## config.mk

```make
export PLATFORM = sky130hd
export DESIGN_NAME = nec_adj_mem
export DESIGN_NICKNAME = d
export VERILOG_FILES = /design/src/sv/nec_pkg.sv /design/src/sv/nec_adj_mem.sv
export SDC_FILE = /design/constraint.sdc
export NUM_CORES = 2
export LEC_CHECK = 0
export ABC_AREA = 0
export ABC_CLOCK_PERIOD_IN_PS = 7850
export CAP_MARGIN = 20
export CELL_PAD_IN_SITES_DETAIL_PLACEMENT = 1
export CELL_PAD_IN_SITES_GLOBAL_PLACEMENT = 1
export CORE_UTILIZATION = 52
export DETAILED_ROUTE_END_ITERATION = 16
export DONT_BUFFER_PORTS = 1
export GPL_TIMING_DRIVEN = 1
export HOLD_SLACK_MARGIN = 0.03
export PLACE_DENSITY = 0.76
export SYNTH_ARGS = -nofsm -noshare
export SYNTH_HDL_FRONTEND = slang
export SYNTH_SLANG_ARGS = --single-unit
```

## constraint.sdc

```tcl
create_clock -name i_clk -period 7.85 [get_ports i_clk]
set_input_delay 2.355 -clock i_clk [delete_from_list [all_inputs] [get_ports i_clk]]
set_output_delay 2.355 -clock i_clk [all_outputs]
set_load 0.01 [all_outputs]
```

## src/sv/nec_pkg.sv

```systemverilog
// ----------------------------------------------------------------------------
// nec_pkg
// Shared widths, reset values and operation codes of the epsilon closure block.
// ----------------------------------------------------------------------------
package nec_pkg;

    localparam int DEF_NUM_STATES = 64;
    localparam int SYM_W          = 9;
    localparam int STATE_FIELD_W  = 6;
    localparam int SET_W          = 64;

    localparam logic [SYM_W-1:0] EPS_RESET = 9'd256;

    typedef enum logic {
        OP_ADD   = 1'b0,
        OP_QUERY = 1'b1
    } t_op;

endpackage

```

## src/sv/nec_adj_mem.sv

```systemverilog
// ----------------------------------------------------------------------------
// nec_adj_mem
// Epsilon adjacency memory, one row per state, with a registered
// read. Per-row valid flags cleared at reset make unwritten rows read as zero.
// ----------------------------------------------------------------------------
module nec_adj_mem #(
    parameter int NUM_STATES = nec_pkg::DEF_NUM_STATES
) (
    input  logic                          i_clk,
    input  logic                          i_rst_n,
    input  logic                          i_rd_en,
    input  logic [$clog2(NUM_STATES)-1:0] i_rd_addr,
    output logic [NUM_STATES-1:0]         o_rd_row,
    input  logic                          i_wr_en,
    input  logic [$clog2(NUM_STATES)-1:0] i_wr_addr,
    input  logic [NUM_STATES-1:0]         i_wr_data
);
    import nec_pkg::*;

    logic [NUM_STATES-1:0] r_mem [NUM_STATES];
    logic [NUM_STATES-1:0] r_row_vld;
    logic [NUM_STATES-1:0] r_rd_data;
    logic                  r_rd_vld;

    always_ff @(posedge i_clk) begin
        if (i_wr_en) begin
            r_mem[i_wr_addr] <= i_wr_data;
        end
        if (i_rd_en) begin
            r_rd_data <= r_mem[i_rd_addr];
        end
    end

    always_ff @(posedge i_clk) begin
        if (!i_rst_n) begin
            r_row_vld <= '0;
            r_rd_vld  <= 1'b0;
        end else begin
            if (i_wr_en) begin
                r_row_vld[i_wr_addr] <= 1'b1;
            end
            if (i_rd_en) begin
                r_rd_vld <= r_row_vld[i_rd_addr];
            end
        end
    end

    assign o_rd_row = r_rd_vld ? r_rd_data : '0;

endmodule

```

# Word-level counts from Yosys, hierarchy flattened
# Memories as Yosys holds them, arrays and structs flattened. A register that Yosys moved wholly into a read port is not among the register bits.
# Cells that the tools add are included.
# Widths: inputs -> output; s select.
# totals
out_inout_bits,64
wordCells,15
rom_bits,0
latchBits,0
mem_count,1
mem_bits_rw,4096
inputBits,80
reg_bits,65
# memory_table
name,words,width,read_ports,rd_ports_with_merged_regs,wr,line,rtl
r_mem,64,64,1,1,1,nec_adj_mem.sv:20,logic [NUM_STATES-1:0] r_mem [NUM_STATES];
# classes
bitwise,1
n_reduce_logical,1
shifts,0
add_sub_neg,0
magnitude_cmp,3
n_mux,7
div_mod_pow,0
n_eq_ne,0
mul,0
# op_table
op,count
$mux 64,1
$or 64x64->64,1
$lt 6x7->1 const B,2
$bmux 1 s6,1
$demux 1 s6,1
$ge 6x1->1 const B,1
$mux 1,4
$logic_and 1x1->1,1

# Depth between registers and ports, before layout
# depth
depth_word,5
ltp_mapped,10
ltp_nobuf,5

# Worst setup path after synthesis
# OpenSTA, ideal clock, no wires.
# synth_path
kind,input port to flip-flop
startpoint,in i_wr_en
endpoint,"mem r_mem[40][0] (netlist bit), enable pin"
cell_stages,3
setup_ns,0.567
required_ns,7.283
n_path_buf,0
arrival_ns,7.235
setup_slack_ns,0.048
path_cell_list,nor2b_1 -> nand3_1 -> nor3_1
# synth_between
elab_chain_len,2
# synth_lines
item,line,rtl
from (decl),nec_adj_mem.sv:14,"input logic i_wr_en,"
$mux 1,nec_adj_mem.sv:26,if (i_wr_en) begin
$mux 1 (implied by the code),nec_adj_mem.sv:27,r_mem[i_wr_addr] <= i_wr_data;
to (decl),nec_adj_mem.sv:20,
# No other way between the ends.

==> results.md <==
- Inst Count DP: 10200
- Cell taking the most area after synthesis: edfxtp_1
- Max FO, Critical Path: approximately 150
- Pint: around 37000 uW
- Async SR Flop Fraction: 0%
- Leakage: 0.0549 uW
- Clk root buf: clkbuf_16
- Initial Utilization: 52.2%
- Peak supply drop: between 0.2 and 0.25 mV
- Die W: 556 microns
- Largest net degree at the start of global routing: 1053
- Top achievable clock speed: ~160 MHz
- GRT overflow: 0
- Layout area overhead: 12.2%
- Most frequent cell after synthesis: edfxtp_1
- Share of cells above drive strength 1: 30.7%
- DP Wirelength: between 200 and 250 mm
- Die area: a little over 300000 sq um
- Standard-cell rows: 203
- Final nets: 6638
- Worst Tran Pin Value: 1.90 ns
- Worst hold-check path type: reg -> reg
- Register area: 126000 sq um
- Failing checks: slew limit
- Crit share post-route: 79.6%
- I/O pin cnt: 144
- Total power: 46300 uW
- Setup bufs post-CTS: 0
- Via density per instance: about 7.0
- Clk_skew: 0.0393 ns
- Critical Path AT: ~6.9 ns
- Final antenna-violating net count: 0
- Status: finished with violations
- Logic pwr share: 3.4%
- Clk pwr share: about 43%
- Post_cts resized: 0
- Startpoint types: input port
- Max Root-Sink Buffers: 4
- Syn avg cell area: about 25 sq um
- Post-synth EDFFs: 4160
- DR vias: 76700
- Drt first-iter violations: 11300
- TritonCTS clock tree: yes
- Synth area leaders: edfxtp_1 (78%), mux4_2 (18%), dfxtp_1 (0.82%), a22oi_1 (0.62%), clkbuf_1 (0.44%)
- Layout Cells excl Fill: 11000
- CTS sink count: 4225
- Power Density: roughly 260 nW/um^2
- Clock latency on the worst-skew pair: between 0.9 and 1 ns
- Final setup viols: 0
- Unique masters post-synth: 30
- Die height: 556 microns
- Cell area after layout: 179000 sq um
- Hold-fix buffers, CTS: 0
- Syn Nets: 6400
- Fillers: 24500
- First-pass GRT wire length: 618 mm
- # DRC: 0
- Setup CP Type: in -> reg
- Max_cap viols: 0
- Req. time, crit path: 8.53 ns
- Max H-tree Level: 5
- Wirelength, routed: 448 mm
- #FFs+latches synth: 4225
- RSZ-0062 raised after global routing: no
- Seq/Total Area, Yosys: 79.1%
- Final Hold Fails: 0
- Core ar.: between 300000 and 400000 sq um
- Predominant post-synthesis flop cell: edfxtp_1
- Slew Viols, Final: 231
- Headroom to the max-slew limit: -26.6%
- Gpl congestion: 0.769
- Sequential Power Share: 54.1%
- Number of I/O port buffers: 0
- Net Sw Power: 9270 uW
- Number of global-route vias before repair: 77900
- Dpl cell area: 166000 sq um
- CP endpoint kind: register
- Initial antenna violation count: 9
- Share of the synthesized area in the top cell type: roughly 78%
- Gr usage total: 29.1%
- Gate Count Post-Synth: 6320
- Worst-path clk slew: 0.06 ns
- Synth top cells by count: edfxtp_1 (4160), mux4_2 (1290), clkbuf_1 (188), a22oi_1 (131), buf_2 (109)
- Post-synthesis instance area: 160000 sq um
- First drt pass iteration count: 6
- Net Sw Frac: roughly a fifth
- Ys Warns: 0
- Area of the multi-input gates: 32400 sq um
- WL/cell: 40.8 microns
- Num CTS Buffers: between 400 and 500
- Min cycle time layout: 6.25 ns
- TNS Setup: 0 ns
[state kept, by name, summed over array words and instances, names as in the netlist]
register and flops:
r_rd_vld 1, r_mem 4096, r_row_vld 64, r_rd_data 64
[cells by family after synthesis]
family / Yosys count / share of synthesized area, %
DFF: 4225 / 79.1
buffers and inverters: 341 / 0.911
AOI/OAI and AO/OA: 210 / 0.989
and+or+nand+nor: 248 / 0.749
muxes: 1296 / 18.2
[critical path, cell delays in order]
cell	delay [ns]
buf_16	0.72
buf_16	0.80
buf_16	0.68
mux4_2	0.63
mux4_2	0.50
a22oi_1	0.37
nand2_1	0.09
[final timing paths]
check | startpoint | to | slack (ns) | cells past startpoint
min | r_row_vld[50]$_SDFFE_PN0P_ | r_row_vld[50]$_SDFFE_PN0P_ | 0.46 | 1
max | i_rd_addr[0] | r_rd_data[30]$_DFFE_PP_ | 1.60 | 7
max reg2reg | r_mem[31][16]$_DFFE_PP_ | r_rd_data[16]$_DFFE_PP_ | 5.44 | 4
min reg2reg | r_row_vld[50]$_SDFFE_PN0P_ | r_row_vld[50]$_SDFFE_PN0P_ | 0.46 | 1
[routing by layer]
metal | track usage [%] | share of wire (%)
met1 | 39.8 | 36
met2 | 47.4 | 49
met3 | 5.28 | 11
met4 | 10.6 | 4.1
met5 | 0 | 0
[area by class of cell]
cell class	instances	area share (%)
diodes	5	0.00699
clock buffers	485	5.97
clock inverters	258	1.42
multi-input cells	1754	18.1
flip-flops and latches	4225	70.5
well taps	4100	2.87
repair buffers	169	1.11
[placed cells by master (no fill, tap or decap), types with 61 or more instances in the layout]
| cell | n |
|---|---|
| edfxtp_1 | 4160 |
| mux4_2 | 1290 |
| clkbuf_16 | 417 |
| a22oi_1 | 131 |
| buf_4 | 120 |
| clkinv_1 | 89 |
| clkinv_2 | 83 |
| nand2_1 | 72 |
| clkbuf_1 | 68 |
| and2_1 | 64 |
| o21a_1 | 64 |
| dfxtp_1 | 64 |
| nor2_4 | 61 |
[power by group through the flow]
stage	sequential, uW	combinational [uW]	clock [uW]
2_1_floorplan	25500	1210	0
3_3_place_gp	25500	1400	0
3_5_place_dp	25500	1430	0
4_1_cts	25000	1450	19800
5_1_grt	25000	1640	20500
6_report	25000	1580	19700
[through the flow]
stage	utilization [%]	worst slack, ns	hold slack [ns]
floorplan	-	0.0484	0.433
global placement	54.1	0.787	0.440
detailed placement	54.2	0.737	0.448
CTS	58.5	1.72	0.463
global route	58.6	1.27	0.484
finish	58.6	1.60	0.465
(Power assumes the default switching activity.)
