==> config.mk <==
export PLATFORM = sky130hd
export DESIGN_NAME = nec_pick
export DESIGN_NICKNAME = d
export VERILOG_FILES = /design/src/sv/nec_pkg.sv /design/src/sv/nec_pick.sv
export SDC_FILE = /design/constraint.sdc
export NUM_CORES = 1
export LEC_CHECK = 0
export ABC_AREA = 1
export BUFFER_PORTS_ARGS = -buffer_cell sky130_fd_sc_hd__buf_2
export CAP_MARGIN = 15
export CORE_MARGIN = 4
export CORE_UTILIZATION = 40
export DETAILED_ROUTE_END_ITERATION = 16
export PLACE_DENSITY = 0.82
export SYNTH_ARGS = -nofsm -noshare
export SYNTH_HDL_FRONTEND = slang
export SYNTH_SLANG_ARGS = --single-unit
==> constraint.sdc <==
create_clock -name vclk -period 4.1
set_input_delay 0.205 -clock vclk [all_inputs]
set_output_delay 0.205 -clock vclk [all_outputs]
set_load 0.02 [all_outputs]
==> src/sv/nec_pkg.sv <==
// ----------------------------------------------------------------------------
// nec_pkg
// Shared widths, reset values and operation codes of the epsilon closure block.
// ----------------------------------------------------------------------------
package nec_pkg;

    localparam int DEF_NUM_STATES = 64;
    localparam int SYM_W          = 9;
    localparam int STATE_FIELD_W  = 6;
    localparam int SET_W          = 64;

    localparam logic [SYM_W-1:0] EPS_RESET = 9'd256;

    typedef enum logic {
        OP_ADD   = 1'b0,
        OP_QUERY = 1'b1
    } t_op;

endpackage

==> src/sv/nec_pick.sv <==
// ----------------------------------------------------------------------------
// nec_pick
// Finds the lowest pending state in a set so that its row is read next.
// ----------------------------------------------------------------------------
module nec_pick #(
    parameter int NUM_STATES = nec_pkg::DEF_NUM_STATES
) (
    input  logic [NUM_STATES-1:0]         i_set,
    output logic [$clog2(NUM_STATES)-1:0] o_idx,
    output logic                          o_any
);
    import nec_pkg::*;

    localparam int SW = $clog2(NUM_STATES);

    always_comb begin
        o_idx = '0;
        for (int i = NUM_STATES - 1; i >= 0; i--) begin
            if (i_set[i]) begin
                o_idx = SW'(i);
            end
        end
    end

    assign o_any = |i_set;

endmodule

# Word level (Yosys, flattened, before mapping)
# Cells that the tools add are included.
# word_totals
elab_cells,65
n_memories,0
input_bits,64
ff_bits,0
mem_bits_ro,0
mem_bits_rw,0
output_inout_bits,7
latchBits,0
# classes
bitwise_logic,0
n_eq_ne,0
n_addsub,0
n_mul,0
mux,64
magnitude_cmp,0
div_mod_pow,0
n_reduce_logical,1
shift,0
# op_table
operator,count
2-to-1 mux 6 bit,64
OR reduction 64 bit,1

# Longest topological paths before layout
# Gate-level depths: netlist (run 1).
# depth
word_depth,64
ltp_mapped,63
depth_no_buf,63

# Worst setup path after synthesis (run 1)
# Ideal clock, no wire load.
# synth_timing
path_type,input -> output
from,in i_set[62]
to,out o_idx[0]
setup_slack_ns,0.866
cell_stages,63
arrival_time_ns,3.029
required_ns,3.895
n_path_buf,0
cell_sequence,inv_1 > nand2_1 > nand2_1 > nand2_1 > nand2_1 > nand2_1 > nand2_1 > nand2_1 > nand2_1 > nand2_1 > nand2_1 > nand2_1 > nand2_1 > nand2_1 > nand2_1 > nand2_1 > nand2_1 > nand2_1 > [... 27 more ...] > nand2_1 > nand2_1 > nand2_1 > nand2_1 > nand2_1 > nand2_1 > nand2_1 > nand2_1 > nand2_1 > nand2_1 > nand2_1 > nand2_1 > nand2_1 > nand2_1 > nand2_1 > nand2_1 > nand2_1 > a21oi_2
# synth_via
elab_chain_len,63
# synth_rtl
item,line,rtl
start: declaration,nec_pick.sv:8,"input logic [NUM_STATES-1:0] i_set,"
2-to-1 mux 6 bit (63 in series),nec_pick.sv:19,if (i_set[i]) begin
end: declaration,nec_pick.sv:9,"output logic [$clog2(NUM_STATES)-1:0] o_idx,"
# Every way passes these cells.

# Worst setup path after layout (run 1)
# Same ends and word-level chain as after synthesis.

==> results of run 1 <==
-- worst max-delay path: cells and delay by family --
family          cells  cell delay [ns]
simple gates       61             2.80
buf+inv             3             0.29
compound gates      1             0.11
-- kinds of logic (layout without fill, tap and decap cells) --
logic type	after synthesis	in the layout	share of synthesized area, %
simple gates	154	154	57.88
compound gates	12	12	7.450
buf+inv	69	140	34.68
-- layout by cell type (no fill, tap or decap) --
cell type / netlist / layout
nand2_1: 100 / 100
buf_2: 0 / 70
inv_1: 59 / 59
nor2_1: 44 / 44
bufinv_8: 7 / 7
nand3_1: 6 / 6
a21oi_1: 4 / 4
inv_2: 3 / 3
nor4_1: 2 / 2
nor3_1: 2 / 2
o21ai_0: 2 / 2
o21bai_1: 1 / 1
a31oi_1: 1 / 1
a311oi_1: 1 / 1
o31ai_1: 1 / 1
a211oi_1: 1 / 1
a21oi_2: 1 / 1
buf_4: 0 / 1
-- what timing repair did --
item,in CTS,in global routing
buffers inserted,0,0
resized for setup,0,1
setup endpoints to repair,0,1
-- path summary, 6_finish.rpt --
check                      from       end  slack, ns  cells past startpoint
worst min-delay path   i_set[0]  o_idx[0]       0.70                      3
worst max-delay path  i_set[62]  o_idx[0]       0.52                     65
-- final cells by class --
type	instances	share of cell area, %
multi-input combinational	166	47.14
timing repair buffer	71	25.20
inverter	69	25.02
tap	30	2.643
-- metrics by stage --
| step | hold WS, ns | total power [mW] | setup WS (ns) | util, % |
|---|---|---|---|---|
| final | 0.6987 | 0.1055 | 0.5227 | 57.85 |
| after global routing | 0.7159 | 0.1223 | -0.1508 | 57.85 |
| after CTS | 0.6994 | 0.1066 | 0.4296 | 57.75 |
| after detailed placement | 0.6994 | 0.1063 | 0.4451 | 57.75 |
| after global placement | 0.6971 | 0.1048 | 0.4909 | 57.75 |
| after floorplan | 0.4517 | 0.06129 | 0.8665 | - |
-- routing by layer --
| metal | global-route usage (%) | share of wire, % |
|---|---|---|
| met5 | 0 | 0 |
| met4 | 0 | 0 |
| met3 | 1.754 | 9.1 |
| met2 | 27.59 | 49 |
| met1 | 15.99 | 41 |
-- power breakdown --
part / internal [mW] / switching [mW] / total [mW]
clock: 0 / 0 / 0
sequential: 0 / 0 / 0
combinational: 0.0561 / 0.0494 / 0.105
==> results.cfg, run 1 <==
[run_status]
status = complete, no violations

[power]
ir_worst_vdd_mv = 0.04814
p_leak_nw = 1.000
p_per_area_nw_per_um2 = 74.28

[sta]
setup_tns_ns = 0
drv_slew = 0
hold_viol = 0
worst_slew_pin_slew_ns = 0.4577
max_slew_margin_pct = 69.20
final-setup-viol-count = 0
min_period_ns = 3.577
timing.fmax_mhz = 279.5
period_share_pct = 87.25
rsz0062_at_grt = yes

[cells_and_area]
syn2layout_area_growth_pct = 38.58
drive_gt1_share_pct = 26.80
stdcell_area_sq_um = 1420
multi_input_area_sq_um = 669.4
antenna_cells = 0
flops_and_latches = 0
clock_buffers = 0
nFillCells = 282
final_cells = 336
final_nets = 372
final-seq-area_sq_um = 0

[logic_synthesis]
synth_top_cell_area_share_pct = 36.63
yosysMostFrequentCell = nand2_1
syn_inst = 235
avgSynthCellArea_sq_um = 4.361
ys_warn_count = 0
syn-cell-area_sq_um = 1025
ys_top_cells_by_count = 100 x nand2_1, 59 x inv_1, 44 x nor2_1, 7 x bufinv_8, 6 x nand3_1
synth_area_leader_cell = nand2_1
ys_types = 16
synthTopCellsByArea = nand2_1 37%, inv_1 22%, nor2_1 16%
yosysSeqAreaShare_pct = 0
syn-num-nets = 299

[critical_path]
crit_path_start_kind = input pin
path_max_fanout = 2
cpMaxStageDelayCell = buf_4
crit_type = input pin to primary output
critPathMaxStageDelay_ns = 0.15
crit_path_end_kind = primary output
worstPathRequired_ns = 3.89
crit_top_cell = nand2_1
arrival_ns = 3.37

[route]
drt_pass1_iterations = 4
vias_per_cell = 4.116
drt_iter0_drc = 15
vias = 1383
drc = 0
wl_per_cell_um = 6.905
wirelength_mm = 2.320
ant_nets = 0

[global_routing]
antenna_found_initial = 0
grt_pass1_vias = 1177
grt_usage_pct = 13.66
grt_start_max_net_pins = 4
grt_overflow_total = 0
grt_pass1_wl_mm = 4.043

[floorplanning]
die_h_um = 58.62
start_util_pct = 41.74
ioPinCount = 71
rows = 18
die_x_um = 58.62
fp.dieArea_sq_um = 3436
coreArea_sq_um = 2455

[place]
globalplace.congestion = 0.7143
dp_hpwl_mm = 2.288
io_buffers = 71
post-place-cells = 336
place_area_sq_um = 1418

[job]
max_cap_viol_count = 0

[clock_network]
ctsHoldBuffers = 0

[min_path]
hp-class = input pin to primary output
Note: power is estimated with default switching activity, not from simulation.
==> run 2: changes to the inputs <==
ABC_AREA = default   (was 1)
PLACE_DENSITY = 0.86   (was 0.82)
==> run 2 against run 1 <==
  * First-iteration DRC count down 27%
  * Synthesized area down 13%
  * Clock-buffer cell count unchanged
  * Sequential cell count is the same
  * Setup slack gained 1.7 ns
  * Critical path type unchanged
  * Critical endpoint is now o_idx[5]
  * Largest cell class unchanged
==> results.cfg, run 2 <==
[run_status]
status = complete, no violations

[place]
dp_hpwl_mm = 2.644
globalplace.congestion = 0.7387
io_buffers = 71

[critical_path]
crit_path_end_kind = primary output
arrival_ns = 1.66
crit_top_cell = buf_2
worstPathRequired_ns = 3.89
path_max_fanout = 4
crit_path_start_kind = input pin
cpMaxStageDelayCell = or4_4
critPathMaxStageDelay_ns = 0.55
cp_num_buf_inv = 2
cpLargestDelayFamily = simple AND/OR/NAND/NOR gates
crit_type = input pin to primary output
cp_cell_sequence = buf_2 > or4_4 > nor2b_2 > nand3_1 > nor4_1 > buf_2

[route]
wl_per_cell_um = 11.95
ant_nets = 0
vias = 1383
drt_pass1_iterations = 4
vias_per_cell = 5.691
drc = 0
drt_iter0_drc = 11
wirelength_mm = 2.904

[floorplanning]
die_h_um = 55.10
rows = 16
ioPinCount = 71
start_util_pct = 43.44
die_x_um = 55.10
coreArea_sq_um = 2042
fp.dieArea_sq_um = 3035

[sta]
min_period_ns = 1.864
timing.hold.ws_ns = 0.8090
drv_slew = 0
rsz0062_at_grt = no
setup_tns_ns = 0
max_slew_margin_pct = 66.12
period_share_pct = 45.47
hold_viol = 0
worst_slew_pin_slew_ns = 0.5035
final-setup-viol-count = 0
timing.fmax_mhz = 536.4

[min_path]
hp-class = input pin to primary output

[cells_and_area]
flops_and_latches = 0
antenna_cells = 0
layout_commonest_cell = buf_2
final_nets = 282
final_cell_mix = 71 x buf_2, 19 x nor2_1, 16 x nor4_1
clock_buffers = 0
nFillCells = 223
drive_gt1_share_pct = 36.57
syn2layout_area_growth_pct = 43.86
final-seq-area_sq_um = 0

[logic_synthesis]
ys_top_cells_by_count = 19 x nor2_1, 16 x nor4_1, 12 x nor3_1, 10 x a21oi_1, 10 x inv_1
yosysMostFrequentCell = nor2_1
syn_inst = 145
ys_warn_count = 0
ys_types = 40
yosysSeqAreaShare_pct = 0
synth_top_cell_area_share_pct = 11.28
syn-cell-area_sq_um = 887.1
synth_area_leader_cell = nor4_1
avgSynthCellArea_sq_um = 6.118
syn-num-nets = 209
synthTopCellsByArea = nor4_1 11%, nor2_1 8.0%, nor3_1 6.8%

[job]
max_cap_viol_count = 0

[power]
p_leak_nw = 0.5282
internal_power_uw = 41.82
power_frac_comb_pct = 100.0
power.share.switching_pct = 54.89
seqPwrFrac_pct = 0
clkPwrFrac_pct = 0
switching_power_uw = 50.88
ir_worst_vdd_mv = 0.04588
p_per_area_nw_per_um2 = 72.64

[global_routing]
grt_pass1_vias = 1115
grt_pass1_wl_mm = 4.353
grt_usage_pct = 18.55
grt_start_max_net_pins = 6
antenna_found_initial = 0
grt_overflow_total = 0

[clock_network]
ctsHoldBuffers = 0
cts_setup_buffers = 0
cts.repair.resized = 0
-- run 2: layout make-up --
cell class	instances	area, sq um	share of cell area (%)
inverter	10	37.54	2.941
tap	27	33.78	2.647
multi-input combinational	135	849.6	66.57
timing repair buffer	71	355.3	27.84
-- run 2: power by group through the flow --
| stage | registers, mW | logic (mW) | clock network [mW] |
|---|---|---|---|
| final | 0 | 0.0927 | 0 |
| after floorplan | 0 | 0.0334 | 0 |
| after global routing | 0 | 0.103 | 0 |
| after CTS | 0 | 0.0925 | 0 |
| after global placement | 0 | 0.0909 | 0 |
| after detailed placement | 0 | 0.0921 | 0 |
-- run 2: through the flow --
step	cell area [sq um]	setup slack [ns]	power (mW)	util (%)	std cells
3_3_place_gp	1276	2.255	0.09085	62.50	243
2_1_floorplan	887.1	2.172	0.03340	-	145
4_1_cts	1276	2.211	0.09247	62.50	243
6_report	1276	2.236	0.09270	62.50	243
5_1_grt	1276	2.119	0.1029	62.50	243
3_5_place_dp	1276	2.214	0.09212	62.50	243
-- run 2: final timing paths --
path,startpoint,to,depth (start not counted)
setup / recovery,i_set[15],o_idx[5],6
hold / removal,i_set[1],o_idx[3],5
-- run 2: worst min-delay path, cell delays in order --
cell and delay [ns]:
buf_2 0.10, nor4_1 0.06, nand2_1 0.06, a31oi_1 0.03
buf_2 0.15
-- run 2: cell families after synthesis --
logic type      synth area share [%]
simple gates                   59.38
buf+inv                        4.232
compound gates                 36.39
-- run 2: metal layers --
layer  global-route usage, %  wire length (um)  part of all wire (%)
met1                   22.54              1242                    43
met3                   1.072               325                    11
met4                       0                 0                     0
met2                   37.20              1336                    46
met5                       0                 0                     0
==> run 3: changes to the inputs <==
ABC_AREA = 1   (was default)
PLACE_DENSITY = 0.85   (was 0.86)
clock period = 1.5 ns   (was 4.1 ns; I/O delays follow)
==> run 3 against run 2 <==
  * The run now ends with negative setup slack left
  * Setup slack got worse by 4.1 ns
  * Clock-buffer cell count is the same
  * Hold slack worse by 0.38 ns
  * Wire length is 1.9% lower
  * Core utilization grew 6.4 points
  * First-iteration DRC count up 130%
  * Critical endpoint is now o_idx[0]
  * Cell area is 32% higher
  * Cell count increased by 47%
  * Critical path depth grew 59
  * Power grew to 3.9 times the previous value
==> results.cfg, run 3 (synthesis gave the netlist of run 1 again) <==
[critical_path]
crit_top_cell = nand2_1
worstPathRequired_ns = 1.42
crit_path_start_kind = input pin
cpMaxStageDelayCell = buf_6
crit_type = input pin to primary output
arrival_ns = 3.29
critPathMaxStageDelay_ns = 0.13
path_max_fanout = 2
crit_path_end_kind = primary output

[place]
post-place-cells = 357
io_buffers = 71
dp_hpwl_mm = 2.463
globalplace.congestion = 0.8105

[route]
wl_per_cell_um = 7.961
ant_nets = 0
vias = 1506
vias_per_cell = 4.207
route.met3.wl_um = 210
wl_met2_mm = 1.537
drt_iter0_drc = 25
wirelength_mm = 2.850
dr.max_layer_used = met4
met1_length_mm = 1.085
drt_pass1_iterations = 4
drc = 0

[sta]
rsz0062_at_grt = yes
period_share_pct = 224.4
min_period_ns = 3.366
worst_slew_pin_slew_ns = 0.2487
max_slew_margin_pct = 83.26
drv_slew = 0
final-setup-viol-count = 3
setup_tns_ns = -3.222
hold_viol = 0
timing.fmax_mhz = 297.0
layout_setup_ws_ns = -1.866

[min_path]
hold_depth = 3
holdPathEnd = o_idx[0]
hp-class = input pin to primary output
min_from = i_set[0]

[cells_and_area]
drive_gt1_share_pct = 35.06
layout_commonest_cell = nand2_1
final_core_util_pct = 68.86
multi_input_area_sq_um = 728.2
antenna_cells = 0
syn2layout_area_growth_pct = 64.96
clock_buffers = 0
nFillCells = 254
final_cells = 358
flops_and_latches = 0
final_cell_mix = 98 x nand2_1, 65 x buf_2, 59 x inv_1
final-seq-area_sq_um = 0
final_nets = 394

[floorplanning]
coreArea_sq_um = 2455
die_x_um = 58.62
start_util_pct = 41.74
fp.dieArea_sq_um = 3436
ioPinCount = 71
rows = 18
die_h_um = 58.62

[run_status]
status = complete, but fails checks
violations = negative setup slack

[global_routing]
antenna_found_initial = 0
grt_overflow_total = 0
grt_pass1_vias = 1393
grt_usage_pct = 16.73
grt_start_max_net_pins = 4
grt_pass1_wl_mm = 4.892

[job]
max_cap_viol_count = 0

[clock_network]
ctsHoldBuffers = 0

[power]
ir_worst_vdd_mv = 0.1429
p_leak_nw = 1.140
p_per_area_nw_per_um2 = 211.7
run 3: how the worst max path moves through the flow:
stage	startpoint	end	slack, ns
after floorplan	i_set[62]	o_idx[0]	-1.44
after global placement	i_set[62]	o_idx[0]	-1.87
after detailed placement	i_set[62]	o_idx[0]	-1.92
after CTS	i_set[62]	o_idx[0]	-1.88
after global routing	i_set[62]	o_idx[0]	-2.52
final	i_set[62]	o_idx[0]	-1.87
run 3: what timing repair did:
item	in CTS	in global routing
setup endpoints to repair	3	5
resized for setup	12	12
setup buffers	1	2
pin swaps	8	18
run 3: stage by stage:
step / area (sq um) / worst slack, ns / power (mW) / hold WS [ns]
finish: 1690 / -1.866 / 0.3579 / 0.4310
global route: 1690 / -2.524 / 0.4065 / 0.4484
CTS: 1647 / -1.880 / 0.3484 / 0.4276
detailed placement: 1585 / -1.922 / 0.3309 / 0.4490
global placement: 1585 / -1.871 / 0.3231 / 0.4436
floorplan: 1035 / -1.439 / 0.1701 / 0.1770
run 3: critical path: cells and delay by family:
kind            cells  cell delay [ns]
compound gates      1             0.12
simple gates       61             2.87
buf+inv             3             0.26
run 3: area by class of cell:
type                       instances  share of cell area, %
multi-input combinational        166                  43.08
timing repair buffer              93                  33.68
inverter                          69                  21.02
tap                               30                  2.221
run 3: routing by layer:
| layer | track usage [%] | vias to the layer above |
|---|---|---|
| met3 | 1.974 | 2 |
| met4 | 1.294 | 0 |
| met2 | 35.25 | 37 |
| met5 | 0 | - |
| met1 | 17.96 | 611 |
| li1 | - | 856 |
run 3: where the power goes:
group          switching (mW)  total [mW]  internal, mW  leakage (nW)
combinational           0.159       0.358         0.199          1.14
sequential                  0           0             0             0
clock                       0           0             0             0
